### src/design/mdsa_pkg.sv
package mdsa_pkg;

  localparam int unsigned BANK_REGS = 8;
  localparam int unsigned MAX_UNITS = 255;
  localparam int unsigned MAX_DIMS  = 255;

  localparam int unsigned CHAR_W   = 8;
  localparam int unsigned REC_W    = 2;
  localparam int unsigned KIND_W   = 4;
  localparam int unsigned SRC_W    = 2;
  localparam int unsigned OFS_W    = 11;
  localparam int unsigned ERR_W    = 2;
  localparam int unsigned BREG_W   = 4;
  localparam int unsigned UNITS_W  = 9;
  localparam int unsigned DEPTH_W  = 9;
  localparam int unsigned PRIM_W   = 3;
  localparam int unsigned NUM_PRIM = 8;

  localparam int unsigned QDEPTH = 2;
  localparam int unsigned QPTR_W = $clog2(QDEPTH);
  localparam int unsigned QCNT_W = $clog2(QDEPTH + 1);

  localparam logic [REC_W-1:0] REC_SLOT = 2'd0;
  localparam logic [REC_W-1:0] REC_OK   = 2'd1;
  localparam logic [REC_W-1:0] REC_ERR  = 2'd2;

  localparam logic [KIND_W-1:0] KIND_LONG   = 4'd5;
  localparam logic [KIND_W-1:0] KIND_FLOAT  = 4'd6;
  localparam logic [KIND_W-1:0] KIND_DOUBLE = 4'd7;
  localparam logic [KIND_W-1:0] KIND_REF    = 4'd8;
  localparam logic [KIND_W-1:0] KIND_VOID   = 4'd9;

  localparam logic [SRC_W-1:0] SRC_GP    = 2'd0;
  localparam logic [SRC_W-1:0] SRC_FP    = 2'd1;
  localparam logic [SRC_W-1:0] SRC_STACK = 2'd2;

  localparam logic [ERR_W-1:0] ERR_NONE  = 2'd0;
  localparam logic [ERR_W-1:0] ERR_OPEN  = 2'd1;
  localparam logic [ERR_W-1:0] ERR_PARAM = 2'd2;
  localparam logic [ERR_W-1:0] ERR_RET   = 2'd3;

  localparam logic [BREG_W-1:0] GP_FIRST = 4'd2;
  localparam logic [OFS_W-1:0]  SLOT_BYTES = 11'd8;

  localparam logic [CHAR_W-1:0] CH_OPEN  = 8'h28;
  localparam logic [CHAR_W-1:0] CH_CLOSE = 8'h29;
  localparam logic [CHAR_W-1:0] CH_DOT   = 8'h2e;
  localparam logic [CHAR_W-1:0] CH_SEMI  = 8'h3b;
  localparam logic [CHAR_W-1:0] CH_CLS   = 8'h4c;
  localparam logic [CHAR_W-1:0] CH_VOID  = 8'h56;
  localparam logic [CHAR_W-1:0] CH_ARR   = 8'h5b;
  localparam logic [CHAR_W-1:0] CH_SPACE = 8'h20;
  localparam logic [CHAR_W-1:0] CH_DEL   = 8'h7f;

  // Primitive type letters in type_kind order: Z B C S I J F D.
  localparam logic [CHAR_W-1:0] PRIM_CHARS [NUM_PRIM] = '{
    8'h5a, 8'h42, 8'h43, 8'h53, 8'h49, 8'h4a, 8'h46, 8'h44
  };

  typedef enum logic [2:0] {
    PH_OPEN  = 3'd0,
    PH_PARAM = 3'd1,
    PH_PNAME = 3'd2,
    PH_PDIM  = 3'd3,
    PH_RET   = 3'd4,
    PH_RNAME = 3'd5,
    PH_RDIM  = 3'd6,
    PH_DONE  = 3'd7
  } phase_e;

  // One classified descriptor character.
  typedef struct packed {
    logic              last;
    logic              is_prim;
    logic [PRIM_W-1:0] prim_idx;
    logic              is_open;
    logic              is_close;
    logic              is_cls;
    logic              is_arr;
    logic              is_semi;
    logic              is_void;
    logic              name_bad;
  } tok_t;

endpackage

### src/design/mdsa_in_if.sv
interface mdsa_in_if
  import mdsa_pkg::*;
();
  logic              valid;
  logic              ready;
  logic [CHAR_W-1:0] character;
  logic              last_char;

  modport source (output valid, output character, output last_char, input ready);
  modport sink (input valid, input character, input last_char, output ready);
endinterface

### src/design/mdsa_out_if.sv
interface mdsa_out_if
  import mdsa_pkg::*;
();
  logic              valid;
  logic              ready;
  logic [REC_W-1:0]  record_type;
  logic [KIND_W-1:0] type_kind;
  logic [SRC_W-1:0]  slot_source;
  logic [OFS_W-1:0]  slot_offset;
  logic [ERR_W-1:0]  error_code;
  logic              is_final;

  modport source (output valid, output record_type, output type_kind, output slot_source,
                  output slot_offset, output error_code, output is_final, input ready);
  modport sink (input valid, input record_type, input type_kind, input slot_source,
                input slot_offset, input error_code, input is_final, output ready);
endinterface

### src/design/method_descriptor_slot_allocator_core.sv
// Method descriptor slot allocator. Descriptor characters enter one word per clock cycle
// while the queue has room, with no gaps needed between descriptors. A stateless
// classifier sorts each character and pushes it into a two-entry queue; the parser behind
// the queue takes one character per cycle while its output register is free or being
// read, assigns register-bank or stack slots, and writes at most one result word into an
// output register. A character is held in the queue, then its result is registered in the
// output register. No reset sweep is needed.
module method_descriptor_slot_allocator_core
  import mdsa_pkg::*;
(
  input  logic       clk_i,
  input  logic       rst_ni,
  mdsa_in_if.sink    in_i,
  mdsa_out_if.source out_o
);

  logic cls_valid, cls_ready;
  tok_t cls_tok;
  logic q_valid, q_ready;
  tok_t q_tok;

  mdsa_classify u_classify (
    .in_i        (in_i),
    .tok_valid_o (cls_valid),
    .tok_o       (cls_tok),
    .tok_ready_i (cls_ready)
  );

  mdsa_fifo u_fifo (
    .clk_i        (clk_i),
    .rst_ni       (rst_ni),
    .push_valid_i (cls_valid),
    .push_ready_o (cls_ready),
    .push_data_i  (cls_tok),
    .pop_valid_o  (q_valid),
    .pop_ready_i  (q_ready),
    .pop_data_o   (q_tok)
  );

  mdsa_parse u_parse (
    .clk_i       (clk_i),
    .rst_ni      (rst_ni),
    .tok_valid_i (q_valid),
    .tok_i       (q_tok),
    .tok_ready_o (q_ready),
    .out_o       (out_o)
  );

endmodule

### src/design/mdsa_classify.sv
module mdsa_classify
  import mdsa_pkg::*;
(
  mdsa_in_if.sink in_i,
  output logic    tok_valid_o,
  output tok_t    tok_o,
  input  logic    tok_ready_i
);

  logic [CHAR_W-1:0] c;

  assign c = in_i.character;

  always_comb begin
    tok_o          = '0;
    tok_o.last     = in_i.last_char;
    for (int i = 0; i < NUM_PRIM; i++) begin
      if (c == PRIM_CHARS[i]) begin
        tok_o.is_prim  = 1'b1;
        tok_o.prim_idx = PRIM_W'(i);
      end
    end
    tok_o.is_open  = (c == CH_OPEN);
    tok_o.is_close = (c == CH_CLOSE);
    tok_o.is_cls   = (c == CH_CLS);
    tok_o.is_arr   = (c == CH_ARR);
    tok_o.is_semi  = (c == CH_SEMI);
    tok_o.is_void  = (c == CH_VOID);
    tok_o.name_bad = (c <= CH_SPACE) || (c >= CH_DEL) || (c == CH_DOT) ||
                     (c == CH_ARR) || (c == CH_OPEN) || (c == CH_CLOSE);
  end

  assign tok_valid_o = in_i.valid;
  assign in_i.ready  = tok_ready_i;

endmodule

### src/design/mdsa_fifo.sv
module mdsa_fifo
  import mdsa_pkg::*;
(
  input  logic clk_i,
  input  logic rst_ni,
  input  logic push_valid_i,
  output logic push_ready_o,
  input  tok_t push_data_i,
  output logic pop_valid_o,
  input  logic pop_ready_i,
  output tok_t pop_data_o
);

  tok_t              mem_q [QDEPTH];
  logic [QPTR_W-1:0] wr_ptr_q, wr_ptr_d;
  logic [QPTR_W-1:0] rd_ptr_q, rd_ptr_d;
  logic [QCNT_W-1:0] cnt_q, cnt_d;
  logic              push, pop;

  assign push_ready_o = (cnt_q != QCNT_W'(QDEPTH));
  assign pop_valid_o  = (cnt_q != '0);
  assign push         = push_valid_i && push_ready_o;
  assign pop          = pop_valid_o && pop_ready_i;
  assign pop_data_o   = mem_q[rd_ptr_q];

  always_comb begin
    wr_ptr_d = wr_ptr_q;
    rd_ptr_d = rd_ptr_q;
    cnt_d    = cnt_q;
    if (push) begin
      wr_ptr_d = (wr_ptr_q == QPTR_W'(QDEPTH - 1)) ? '0 : wr_ptr_q + 1'b1;
    end
    if (pop) begin
      rd_ptr_d = (rd_ptr_q == QPTR_W'(QDEPTH - 1)) ? '0 : rd_ptr_q + 1'b1;
    end
    if (push && !pop) begin
      cnt_d = cnt_q + 1'b1;
    end else if (pop && !push) begin
      cnt_d = cnt_q - 1'b1;
    end
  end

  always_ff @(posedge clk_i or negedge rst_ni) begin
    if (!rst_ni) begin
      wr_ptr_q <= '0;
      rd_ptr_q <= '0;
      cnt_q    <= '0;
    end else begin
      wr_ptr_q <= wr_ptr_d;
      rd_ptr_q <= rd_ptr_d;
      cnt_q    <= cnt_d;
    end
  end

  always_ff @(posedge clk_i) begin
    if (push) begin
      mem_q[wr_ptr_q] <= push_data_i;
    end
  end

  a_cnt_bound: assert property (@(posedge clk_i) disable iff (!rst_ni)
    cnt_q <= QCNT_W'(QDEPTH))
    else $error("queue count beyond its depth");

  a_cnt_track: assert property (@(posedge clk_i) disable iff (!rst_ni)
    (push && !pop) |=> (cnt_q == $past(cnt_q) + 1'b1))
    else $error("queue count missed a push");

  a_ptr_gap: assert property (@(posedge clk_i) disable iff (!rst_ni)
    (cnt_q == '0) |-> (wr_ptr_q == rd_ptr_q))
    else $error("empty queue with pointers apart");

endmodule

### src/design/mdsa_parse.sv
module mdsa_parse
  import mdsa_pkg::*;
(
  input  logic        clk_i,
  input  logic        rst_ni,
  input  logic        tok_valid_i,
  input  tok_t        tok_i,
  output logic        tok_ready_o,
  mdsa_out_if.source  out_o
);

  phase_e             phase_q, phase_d;
  logic [BREG_W-1:0]  gp_q, gp_d;
  logic [BREG_W-1:0]  fp_q, fp_d;
  logic [UNITS_W-1:0] units_q, units_d;
  logic [OFS_W-1:0]   stack_q, stack_d;
  logic [DEPTH_W-1:0] depth_q, depth_d;
  logic               nonempty_q, nonempty_d;
  logic [KIND_W-1:0]  ret_kind_q, ret_kind_d;
  logic [ERR_W-1:0]   err_q, err_d;

  logic               out_valid_q, out_valid_d;
  logic [REC_W-1:0]   rec_q, rec_d;
  logic [KIND_W-1:0]  kind_q, kind_d;
  logic [SRC_W-1:0]   src_q, src_d;
  logic [OFS_W-1:0]   ofs_q, ofs_d;
  logic [ERR_W-1:0]   code_q, code_d;
  logic               final_q, final_d;

  logic               pop, in_ret, place_req, place_fl, slot_ok;
  logic [KIND_W-1:0]  place_kind;
  logic [UNITS_W-1:0] units_sum;
  logic [BREG_W-1:0]  bank_reg;
  logic [DEPTH_W-1:0] depth_inc;
  logic [ERR_W-1:0]   fail_code, final_err;

  assign pop         = tok_valid_i && (!out_valid_q || out_o.ready);
  assign tok_ready_o = !out_valid_q || out_o.ready;
  assign in_ret      = (phase_q == PH_RET) || (phase_q == PH_RNAME) ||
                       (phase_q == PH_RDIM) || (phase_q == PH_DONE);
  assign fail_code   = in_ret ? ERR_RET : ERR_PARAM;
  assign depth_inc   = depth_q + 1'b1;

  always_comb begin
    phase_d     = phase_q;
    gp_d        = gp_q;
    fp_d        = fp_q;
    units_d     = units_q;
    stack_d     = stack_q;
    depth_d     = depth_q;
    nonempty_d  = nonempty_q;
    ret_kind_d  = ret_kind_q;
    err_d       = err_q;
    place_req   = 1'b0;
    place_kind  = KIND_REF;
    place_fl    = 1'b0;
    slot_ok     = 1'b0;
    units_sum   = units_q;
    bank_reg    = gp_q;
    final_err   = ERR_NONE;
    out_valid_d = out_valid_q && !out_o.ready;
    rec_d       = rec_q;
    kind_d      = kind_q;
    src_d       = src_q;
    ofs_d       = ofs_q;
    code_d      = code_q;
    final_d     = final_q;

    if (pop && (err_q == ERR_NONE)) begin
      unique case (phase_q)
        PH_OPEN: begin
          if (tok_i.is_open) begin
            phase_d = PH_PARAM;
          end else begin
            err_d = ERR_OPEN;
          end
        end
        PH_PARAM, PH_RET: begin
          if (!in_ret && tok_i.is_close) begin
            phase_d = PH_RET;
          end else if (tok_i.is_prim) begin
            if (!in_ret) begin
              place_req  = 1'b1;
              place_kind = KIND_W'(tok_i.prim_idx);
            end else begin
              ret_kind_d = KIND_W'(tok_i.prim_idx);
              phase_d    = PH_DONE;
            end
          end else if (in_ret && tok_i.is_void) begin
            ret_kind_d = KIND_VOID;
            phase_d    = PH_DONE;
          end else if (tok_i.is_cls) begin
            nonempty_d = 1'b0;
            phase_d    = in_ret ? PH_RNAME : PH_PNAME;
          end else if (tok_i.is_arr) begin
            depth_d = DEPTH_W'(1);
            if (DEPTH_W'(1) > DEPTH_W'(MAX_DIMS)) begin
              err_d = fail_code;
            end else begin
              phase_d = in_ret ? PH_RDIM : PH_PDIM;
            end
          end else begin
            err_d = fail_code;
          end
        end
        PH_PNAME, PH_RNAME: begin
          if (tok_i.is_semi) begin
            if (!nonempty_q) begin
              err_d = fail_code;
            end else begin
              nonempty_d = 1'b0;
              if (!in_ret) begin
                phase_d   = PH_PARAM;
                place_req = 1'b1;
              end else begin
                ret_kind_d = KIND_REF;
                phase_d    = PH_DONE;
              end
            end
          end else if (tok_i.name_bad) begin
            err_d = fail_code;
          end else begin
            nonempty_d = 1'b1;
          end
        end
        PH_PDIM, PH_RDIM: begin
          if (tok_i.is_arr) begin
            depth_d = depth_inc;
            if (depth_inc > DEPTH_W'(MAX_DIMS)) begin
              err_d = fail_code;
            end
          end else if (tok_i.is_prim) begin
            depth_d = '0;
            if (!in_ret) begin
              phase_d   = PH_PARAM;
              place_req = 1'b1;
            end else begin
              ret_kind_d = KIND_REF;
              phase_d    = PH_DONE;
            end
          end else if (tok_i.is_cls) begin
            depth_d    = '0;
            nonempty_d = 1'b0;
            phase_d    = in_ret ? PH_RNAME : PH_PNAME;
          end else begin
            err_d = fail_code;
          end
        end
        PH_DONE: begin
          err_d = ERR_RET;
        end
        default: begin
          err_d = ERR_RET;
        end
      endcase
    end

    // Slot assignment for a finished parameter; long and double take two units.
    if (place_req) begin
      place_fl  = (place_kind == KIND_FLOAT) || (place_kind == KIND_DOUBLE);
      units_sum = units_q + (((place_kind == KIND_LONG) || (place_kind == KIND_DOUBLE)) ?
                             UNITS_W'(2) : UNITS_W'(1));
      bank_reg  = place_fl ? fp_q : gp_q;
      if (units_sum > UNITS_W'(MAX_UNITS)) begin
        err_d = ERR_PARAM;
      end else begin
        slot_ok = 1'b1;
        units_d = units_sum;
        kind_d  = place_kind;
        rec_d   = REC_SLOT;
        code_d  = ERR_NONE;
        final_d = 1'b0;
        if (bank_reg < BREG_W'(BANK_REGS)) begin
          src_d = place_fl ? SRC_FP : SRC_GP;
          ofs_d = OFS_W'(bank_reg) << 3;
          if (place_fl) begin
            fp_d = bank_reg + 1'b1;
          end else begin
            gp_d = bank_reg + 1'b1;
          end
        end else begin
          src_d   = SRC_STACK;
          ofs_d   = stack_q;
          stack_d = stack_q + SLOT_BYTES;
        end
      end
    end

    if (pop && tok_i.last) begin
      final_err = err_d;
      if ((err_d == ERR_NONE) && (phase_d != PH_DONE)) begin
        priority if (phase_d == PH_OPEN) begin
          final_err = ERR_OPEN;
        end else if ((phase_d == PH_PNAME) || (phase_d == PH_PDIM)) begin
          final_err = ERR_PARAM;
        end else begin
          final_err = ERR_RET;
        end
      end
      out_valid_d = 1'b1;
      src_d       = SRC_GP;
      ofs_d       = '0;
      final_d     = 1'b1;
      if (final_err != ERR_NONE) begin
        rec_d  = REC_ERR;
        kind_d = '0;
        code_d = final_err;
      end else begin
        rec_d  = REC_OK;
        kind_d = ret_kind_d;
        code_d = ERR_NONE;
      end
      // The next word starts a fresh descriptor.
      phase_d    = PH_OPEN;
      gp_d       = GP_FIRST;
      fp_d       = '0;
      units_d    = '0;
      stack_d    = '0;
      depth_d    = '0;
      nonempty_d = 1'b0;
      ret_kind_d = '0;
      err_d      = ERR_NONE;
    end else if (slot_ok) begin
      out_valid_d = 1'b1;
    end
  end

  always_ff @(posedge clk_i or negedge rst_ni) begin
    if (!rst_ni) begin
      phase_q     <= PH_OPEN;
      gp_q        <= GP_FIRST;
      fp_q        <= '0;
      units_q     <= '0;
      stack_q     <= '0;
      depth_q     <= '0;
      nonempty_q  <= 1'b0;
      ret_kind_q  <= '0;
      err_q       <= ERR_NONE;
      out_valid_q <= 1'b0;
    end else begin
      phase_q     <= phase_d;
      gp_q        <= gp_d;
      fp_q        <= fp_d;
      units_q     <= units_d;
      stack_q     <= stack_d;
      depth_q     <= depth_d;
      nonempty_q  <= nonempty_d;
      ret_kind_q  <= ret_kind_d;
      err_q       <= err_d;
      out_valid_q <= out_valid_d;
    end
  end

  always_ff @(posedge clk_i) begin
    rec_q   <= rec_d;
    kind_q  <= kind_d;
    src_q   <= src_d;
    ofs_q   <= ofs_d;
    code_q  <= code_d;
    final_q <= final_d;
  end

  assign out_o.valid       = out_valid_q;
  assign out_o.record_type = rec_q;
  assign out_o.type_kind   = kind_q;
  assign out_o.slot_source = src_q;
  assign out_o.slot_offset = ofs_q;
  assign out_o.error_code  = code_q;
  assign out_o.is_final    = final_q;

  a_units_bound: assert property (@(posedge clk_i) disable iff (!rst_ni)
    units_q <= UNITS_W'(MAX_UNITS))
    else $error("parameter units beyond limit");

  a_fresh_after_last: assert property (@(posedge clk_i) disable iff (!rst_ni)
    (pop && tok_i.last) |=> (phase_q == PH_OPEN && err_q == ERR_NONE &&
                             units_q == '0 && gp_q == GP_FIRST))
    else $error("parser state not restored after last character");

  a_slot_not_final: assert property (@(posedge clk_i) disable iff (!rst_ni)
    (out_valid_q && rec_q == REC_SLOT) |-> (!final_q && code_q == ERR_NONE))
    else $error("slot record marked as final or with an error");

  a_no_slot_after_err: assert property (@(posedge clk_i) disable iff (!rst_ni)
    (err_q != ERR_NONE && pop) |=> !(out_valid_q && rec_q == REC_SLOT))
    else $error("slot record emitted after an error");

endmodule

### src/flat_wrapper.sv
// flat-port wrapper written by rule: the top's interface ports become plain ports
module method_descriptor_slot_allocator_core_flat import mdsa_pkg::*;
  (clk_i, rst_ni, in_i_valid, in_i_character, in_i_last_char, in_i_ready, out_o_valid, out_o_record_type, out_o_type_kind, out_o_slot_source, out_o_slot_offset, out_o_error_code, out_o_is_final, out_o_ready);
  mdsa_in_if in_i_i ();
  mdsa_out_if out_o_i ();
  input  logic clk_i;
  input  logic rst_ni;
  input wire logic [$bits(in_i_i.valid)-1:0] in_i_valid;
  input wire logic [$bits(in_i_i.character)-1:0] in_i_character;
  input wire logic [$bits(in_i_i.last_char)-1:0] in_i_last_char;
  output wire logic [$bits(in_i_i.ready)-1:0] in_i_ready;
  output wire logic [$bits(out_o_i.valid)-1:0] out_o_valid;
  output wire logic [$bits(out_o_i.record_type)-1:0] out_o_record_type;
  output wire logic [$bits(out_o_i.type_kind)-1:0] out_o_type_kind;
  output wire logic [$bits(out_o_i.slot_source)-1:0] out_o_slot_source;
  output wire logic [$bits(out_o_i.slot_offset)-1:0] out_o_slot_offset;
  output wire logic [$bits(out_o_i.error_code)-1:0] out_o_error_code;
  output wire logic [$bits(out_o_i.is_final)-1:0] out_o_is_final;
  input wire logic [$bits(out_o_i.ready)-1:0] out_o_ready;
  assign in_i_i.valid = in_i_valid;
  assign in_i_i.character = in_i_character;
  assign in_i_i.last_char = in_i_last_char;
  assign in_i_ready = in_i_i.ready;
  assign out_o_valid = out_o_i.valid;
  assign out_o_record_type = out_o_i.record_type;
  assign out_o_type_kind = out_o_i.type_kind;
  assign out_o_slot_source = out_o_i.slot_source;
  assign out_o_slot_offset = out_o_i.slot_offset;
  assign out_o_error_code = out_o_i.error_code;
  assign out_o_is_final = out_o_i.is_final;
  assign out_o_i.ready = out_o_ready;
  method_descriptor_slot_allocator_core u_core (.clk_i(clk_i), .rst_ni(rst_ni), .in_i(in_i_i), .out_o(out_o_i));
endmodule
### config.mk
export PLATFORM = sky130hd
export DESIGN_NAME = method_descriptor_slot_allocator_core_flat
export DESIGN_NICKNAME = d
export VERILOG_FILES = /design/src/design/mdsa_pkg.sv /design/src/design/mdsa_in_if.sv /design/src/design/mdsa_out_if.sv /design/src/design/method_descriptor_slot_allocator_core.sv /design/src/design/mdsa_classify.sv /design/src/design/mdsa_fifo.sv /design/src/design/mdsa_parse.sv /design/src/flat_wrapper.sv
export SDC_FILE = /design/constraint.sdc
export NUM_CORES = 1
export LEC_CHECK = 0
export BUFFER_PORTS_ARGS = -buffer_cell sky130_fd_sc_hd__buf_4
export CAP_MARGIN = 30
export CORE_AREA = 2 2 151 153
export DETAILED_ROUTE_END_ITERATION = 12
export DIE_AREA = 0 0 153 155
export PLACE_DENSITY = 0.4
export SYNTH_ARGS = -nofsm -noshare
export SYNTH_HDL_FRONTEND = slang
export SYNTH_HIERARCHICAL = 1
export SYNTH_SLANG_ARGS = --single-unit
### constraint.sdc
create_clock -name clk_i -period 5.8 [get_ports clk_i]
set_input_delay 1.16 -clock clk_i [delete_from_list [all_inputs] [get_ports clk_i]]
set_output_delay 1.16 -clock clk_i [all_outputs]
set_load 0.02 [all_outputs]
# == Word-level counts from Yosys, hierarchy flattened ==
# Memory sizes are Yosys's and may differ from the RTL's.
# Index checks and enable logic that the tools add are counted.
# word_totals
ff_bits,74
ram_bits,24
inputBits,13
out_inout_bits,24
wordCells,263
mem_count,1
# classes
n_addsub,8
magnitude_cmp,5
n_eq_ne,41
mux,138
bitwise_logic,1
n_reduce_logical,50
# memory_table
memory,depth,word_bits,rd,rd_ports_with_merged_regs,wr,line,text
u_core.u_fifo.mem_q,2,12,1,0,1,mdsa_fifo.sv:14,tok_t mem_q [QDEPTH];
# ops
cell,n
two-way mux 4 bit,39
two-way mux 9 bit,13
"== test 8 x 7 -> 1 bit, second input constant",11
two-way mux 2 bit,30
two-way mux 11 bit,5
two-way mux 3 bit,17
"== test 8 x 6 -> 1 bit, second input constant",4
two-way mux 1 bit,28
"!= test 3 bit, second input constant",7
"greater-than comparator 9 x 8 -> 1 bit, second input constant",2
case mux 9 bit (2 select lines),1
AND reduction 8 bit,2
nonzero test 2 bit,7
"== test 3 x 2 -> 1 bit, second input constant",4
"== test 3 bit, second input constant",4
"== test 4 x 3 -> 1 bit, second input constant",3
logical OR 1 bit,12
case mux 3 bit (4 select lines),1
case mux 4 bit (3 select lines),1
"adder 11 x 4 -> 11 bit, second input constant",1
logical AND 1 bit,10
case mux 2 bit (5 select lines),1
"adder 9 x 1 -> 9 bit, second input constant",1
adder 9 x 2 -> 9 bit,1
24 further kinds,38

# == Logic depth before layout (Yosys ltp) ==
# logic_depth
ltp_word,23
mapped_depth,16
ltp_nobuf,15

# == By module ==
# Netlist, hierarchy kept.
# modules_own_cells
module,instances,cells_per_inst,area_each_um2,seq_area_each_um2
mdsa_parse,1,472,4020.1,1587.8
mdsa_fifo,1,55,1078.5,820.8
mdsa_classify,1,50,346.6,0.0

# == Least setup slack after synthesis ==
# OpenSTA, ideal clock, no wires.
# synth_path
kind,input -> register
startpoint,input port out_o_ready
endpoint,"register u_core.u_parse.code_q[0], in the netlist u_core/u_parse/out_o.error_code[0], enable pin"
setup_ps,303
arrival_ps,4100
required_time_ps,5497
slack_ps,1397
stages,12
n_path_buf,2
path_cell_list,nand2b_1 > nand3_1 > nor4_1 > and3_1 > inv_1 > fa_1 > nand3b_1 > or3_1 > nand4_1 > clkbuf_1 > clkbuf_1 > nand2_1
# synth_between
elab_chain_cells,11
elab_cells_between_ends,15
cone_classes,add/sub: 1; order compare: 1; eq/ne: 3; mux: 3; reduce/logical: 7
# synth_rtl
item,line,text
"start, declared",flat_wrapper.sv:19,input wire logic [$bits(out_o_i.ready)-1:0] out_o_ready;
logical OR 1 bit *,mdsa_parse.sv:37,assign pop = tok_valid_i && (!out_valid_q || out_o.ready);
logical AND 1 bit *,mdsa_parse.sv:37,
logical AND 1 bit,mdsa_parse.sv:69,if (pop && (err_q == ERR_NONE)) begin
two-way mux 4 bit,mdsa_parse.sv:69,
== test 4 x 3 -> 1 bit,mdsa_parse.sv:161,units_sum = units_q + (((place_kind == KIND_LONG) || (place_kind == KIND_DOUBLE)) ?
logical OR 1 bit,mdsa_parse.sv:161,
two-way mux 2 bit,mdsa_parse.sv:161,
adder 9 x 2 -> 9 bit,mdsa_parse.sv:161,
greater-than comparator 9 x 8 -> 1 bit,mdsa_parse.sv:164,if (units_sum > UNITS_W'(MAX_UNITS)) begin
!= test 2 x 1 -> 1 bit (no line),n/a,
AND reduction 2 bit (no line) *,n/a,
"end signal, assigned",mdsa_parse.sv:259,code_q <= code_d;
"end, declared",mdsa_parse.sv:27,"logic [ERR_W-1:0] code_q, code_d;"
# Every way passes the cells marked *; elsewhere a longest branch is shown, timed or not.
# A chain may end at the register's enable or synchronous reset.

# == Worst setup path after layout ==
# layout_path
startpoint,input port out_o_ready
endpoint,"register u_core.u_parse.rec_q[1], in the netlist u_core/u_parse/out_o.record_type[1], data pin"
# layout_between
elab_chain_cells,18
elab_cells_between_ends,30
cone_classes,add/sub: 1; order compare: 1; eq/ne: 5; mux: 13; reduce/logical: 10
# layout_rtl
item,line,text
logical OR 1 bit *,n/a,
via u_core.q_ready,method_descriptor_slot_allocator_core.sv:19,"logic q_valid, q_ready;"
logical AND 1 bit *,mdsa_parse.sv:37,
logical AND 1 bit,mdsa_parse.sv:69,
two-way mux 4 bit,mdsa_parse.sv:69,
== test 4 x 3 -> 1 bit,mdsa_parse.sv:161,
logical OR 1 bit,mdsa_parse.sv:161,
two-way mux 2 bit,mdsa_parse.sv:161,
[3 not listed],n/a,
two-way mux 2 bit,mdsa_parse.sv:159,if (place_req) begin
zero test 2 bit,mdsa_parse.sv:191,if ((err_d == ERR_NONE) && (phase_d != PH_DONE)) begin
logical AND 1 bit,mdsa_parse.sv:191,
two-way mux 2 bit,mdsa_parse.sv:191,
two-way mux 2 bit,mdsa_parse.sv:189,if (pop && tok_i.last) begin
nonzero test 2 bit,mdsa_parse.sv:204,if (final_err != ERR_NONE) begin
two-way mux 2 bit,mdsa_parse.sv:204,
two-way mux 2 bit *,mdsa_parse.sv:189,
"end signal, assigned",mdsa_parse.sv:255,rec_q <= rec_d;
"end, declared",mdsa_parse.sv:23,"logic [REC_W-1:0] rec_q, rec_d;"
# The timed path passes the listed nets; every way through them passes the cells marked *. The select of a mux whose other input is x is not followed.

==> flow_metrics.tcl <==
set metrics [dict create \
    outcome "complete, no violations" \
    first_pass_iters 4 \
    grt_max_degree 50 \
    cts-resized-gates 0 \
    place.port_buffers 33 \
    avgSynthCellArea_um2 9.44 \
    max_freq_ghz 0.218 \
    fin_tns_setup_ps 0 \
    period_needed_ps 4600 \
    worstPathMaxFanout 7 \
    crit_chain "buf_4 > nand2b_1 > nand3_1 > nor4_1 > and3_1 > inv_1 > fa_1 > nand3b_1 > or3_1 > nand2_1 > a211o_1 > mux2i_1 > nor3_1 > a21oi_1" \
    finalSetupViolCount 0 \
    max_slew.worst_pin.slew_ps 812 \
    postRouteAntennaNets 0 \
    wl_per_cell_um 16.5 \
    antenna_found_initial 0 \
    gp_congestion 0.818 \
    wirelength_mm 14.5 \
    cts_htree_levels 3 \
    critical_path.max_stage_delay_ps 510 \
    synth.area.top_cells "dfrtp_1 (22%), edfxtp_1 (18%), dfxtp_1 (4.0%)" \
    ys_ff_latch 92 \
    hpwl_mm 9.95 \
    syn-cell-area_mm2 0.00545 \
    startpoint_type "input pin" \
    cellPowerDensity_mw_per_mm2 418 \
    cts_tree "yes" \
    route.detailed.drc 0 \
    grt_pass1_vias 4286 \
    hp-class "flop to flop" \
    finalHoldViolCount 0 \
    final_cell_mix "nor2_1 (49), dfrtp_1 (48), nand2_1 (47)" \
    vias_per_cell 4.94 \
    max-vdd-ir-drop_mv 0.218 \
    dieArea_mm2 0.0237 \
    post_cts_buffers 0 \
    critPathTopFamily "simple AND/OR/NAND/NOR gates" \
    slew_headroom 0.459 \
    core_mm2 0.0222 \
    synth_cell_types 87 \
    path_buf_inv 2 \
    final_nets 612 \
    clock_sinks 92 \
    place_inst 865 \
    cts_buffers 9 \
    async_reset_ff_frac 0.533 \
    timing.final.crit_share 0.793 \
    die_h_um 155 \
    track_usage 0.124 \
    start_util 0.245 \
    cts_root_buffer "clkbuf_16" \
    instances_no_fill 881 \
    die_w_um 153 \
    seq_area_frac_synth 0.442 \
    clock_path_buffers 2 \
    insertion_delay_ps 350 \
    rows 55 \
    syn_inst 577 \
    first_iter_violations 298 \
    rsz0062_at_grt "no" \
    cap_violations 0 \
    required_ps 5860 \
    synth_edf_count 32 \
    ys_warn_count 6 \
    whs_ps 454 \
    path_class "input pin to flop" \
    synth_ff_type "dfrtp_1" \
    drv_slew 0 \
    endpoint_kind "flop" \
    vias 4356 \
    num_io_pins 37 \
    report.power.total_uw 2600 \
    power_leakage_uw 0.00240 \
    yosys.area.top_type "dfrtp_1" \
    cts_hold_buf 0 \
    synth_top_cell_area_share 0.221 \
    skew_ps 9.13 \
    grt_overflow 0 \
    drive_gt1_frac 0.154 \
    grt_pass1_wl_mm 23.4 \
    final_common_cell "nor2_1" \
    worstPathArrival_ps 4660 \
    syn2layout_area_growth_pct 14.2 \
    clkTransAtPathRegs_ps 70 \
    crit_path_top_delay_cell "nor4_1" \
    antenna-diode-count 0 \
]
## metal layers
metal	up-vias	track usage	share of wire
li1	2133	-	-
met3	21	0.0281	0.036
met2	99	0.187	0.44
met4	0	0.0414	0.020
met5	-	0	0
met1	2103	0.176	0.50
## area by class of cell
type,count,area (um^2)
timing repair buffer,39,293
sequential,92,2410
fill,2360,16000
clock buffer,11,255
clock inverter,5,62.6
multi-input combinational,429,2770
inverter,20,75.1
tap,285,357
## report_power, final
group | switching [uW] | leakage (uW) | internal (uW)
combinational | 718 | 0.00118 | 357
clock | 264 | 0.000160 | 367
sequential | 94.7 | 0.00106 | 800
total | 1080 | 0.00240 | 1520
## cells by family after synthesis
| family | Yosys count | share of synthesized area |
|---|---|---|
| DFF | 92 | 0.442 |
| xor gates and xnor gates | 23 | 0.0370 |
| adders and majority gates | 8 | 0.0198 |
| buffers and inverters | 58 | 0.0505 |
| muxes | 22 | 0.0443 |
| and+or+nand+nor | 235 | 0.236 |
| other | 1 | 0.000689 |
| AOI/OAI and AO/OA | 138 | 0.170 |
## worst paths after layout
path / from / to / slack [ps] / cells past startpoint
min in group asynchronous: rst_ni / u_core/u_parse/depth_q[1]$_DFFE_PN0P_ / 850 / 1
setup reg to reg: u_core/u_fifo/rd_ptr_q$_DFFE_PN0P_ / u_core/u_parse/out_o.record_type[1]$_SDFFCE_PN0P_ / 1390 / 13
hold / removal: u_core/u_parse/out_o.is_final$_SDFFE_PP1P_ / u_core/u_parse/out_o.is_final$_SDFFE_PP1P_ / 450 / 2
hold reg to reg: u_core/u_parse/out_o.is_final$_SDFFE_PP1P_ / u_core/u_parse/out_o.is_final$_SDFFE_PP1P_ / 450 / 2
max in group asynchronous: rst_ni / u_core/u_parse/units_q[3]$_DFFE_PN0P_ / 4490 / 1
setup / recovery: out_o_ready / u_core/u_parse/out_o.record_type[1]$_SDFFCE_PN0P_ / 1200 / 14
## Yosys cell counts, types with 12 or more instances
cell	n
nor2_1	49
dfrtp_1	48
nand2_1	47
a21oi_1	37
edfxtp_1	32
o21ai_0	31
nand3_1	27
inv_1	19
nor2b_1	16
nor3_1	16
mux2_2	14
buf_2	12
clkbuf_1	12
xor2_1	12
## registers in the layout (all words and copies together), names as in the netlist
name / flops
u_core/u_fifo/cnt_q: 2
u_core/u_fifo/mem_q: 24
u_core/u_fifo/rd_ptr_q: 1
u_core/u_fifo/wr_ptr_q: 1
u_core/u_parse/depth_q: 9
u_core/u_parse/err_q: 2
u_core/u_parse/fp_q: 4
u_core/u_parse/gp_q: 4
u_core/u_parse/nonempty_q: 1
u_core/u_parse/out_o.error_code: 2
u_core/u_parse/out_o.is_final: 1
u_core/u_parse/out_o.record_type: 2
u_core/u_parse/out_o.slot_offset: 8
u_core/u_parse/out_o.slot_source: 2
u_core/u_parse/out_o.type_kind: 4
u_core/u_parse/out_o.valid: 1
u_core/u_parse/phase_q: 3
u_core/u_parse/ret_kind_q: 4
u_core/u_parse/stack_q: 8
u_core/u_parse/units_q: 9
## tightest hold or removal path, delay by kind of cell (launching register included)
kind,cells,cell delay (ps)
and+or+nand+nor,2,90
DFF,1,320
## through the flow
step	worst slack, ps	utilization	area (um^2)
2_1_floorplan	1400	-	5450
3_3_place_gp	998	0.265	5890
3_5_place_dp	924	0.266	5900
4_1_cts	1280	0.280	6220
5_1_grt	929	0.280	6220
6_report	1200	0.280	6220
No activity file was read; power rests on OpenSTA's default activity.
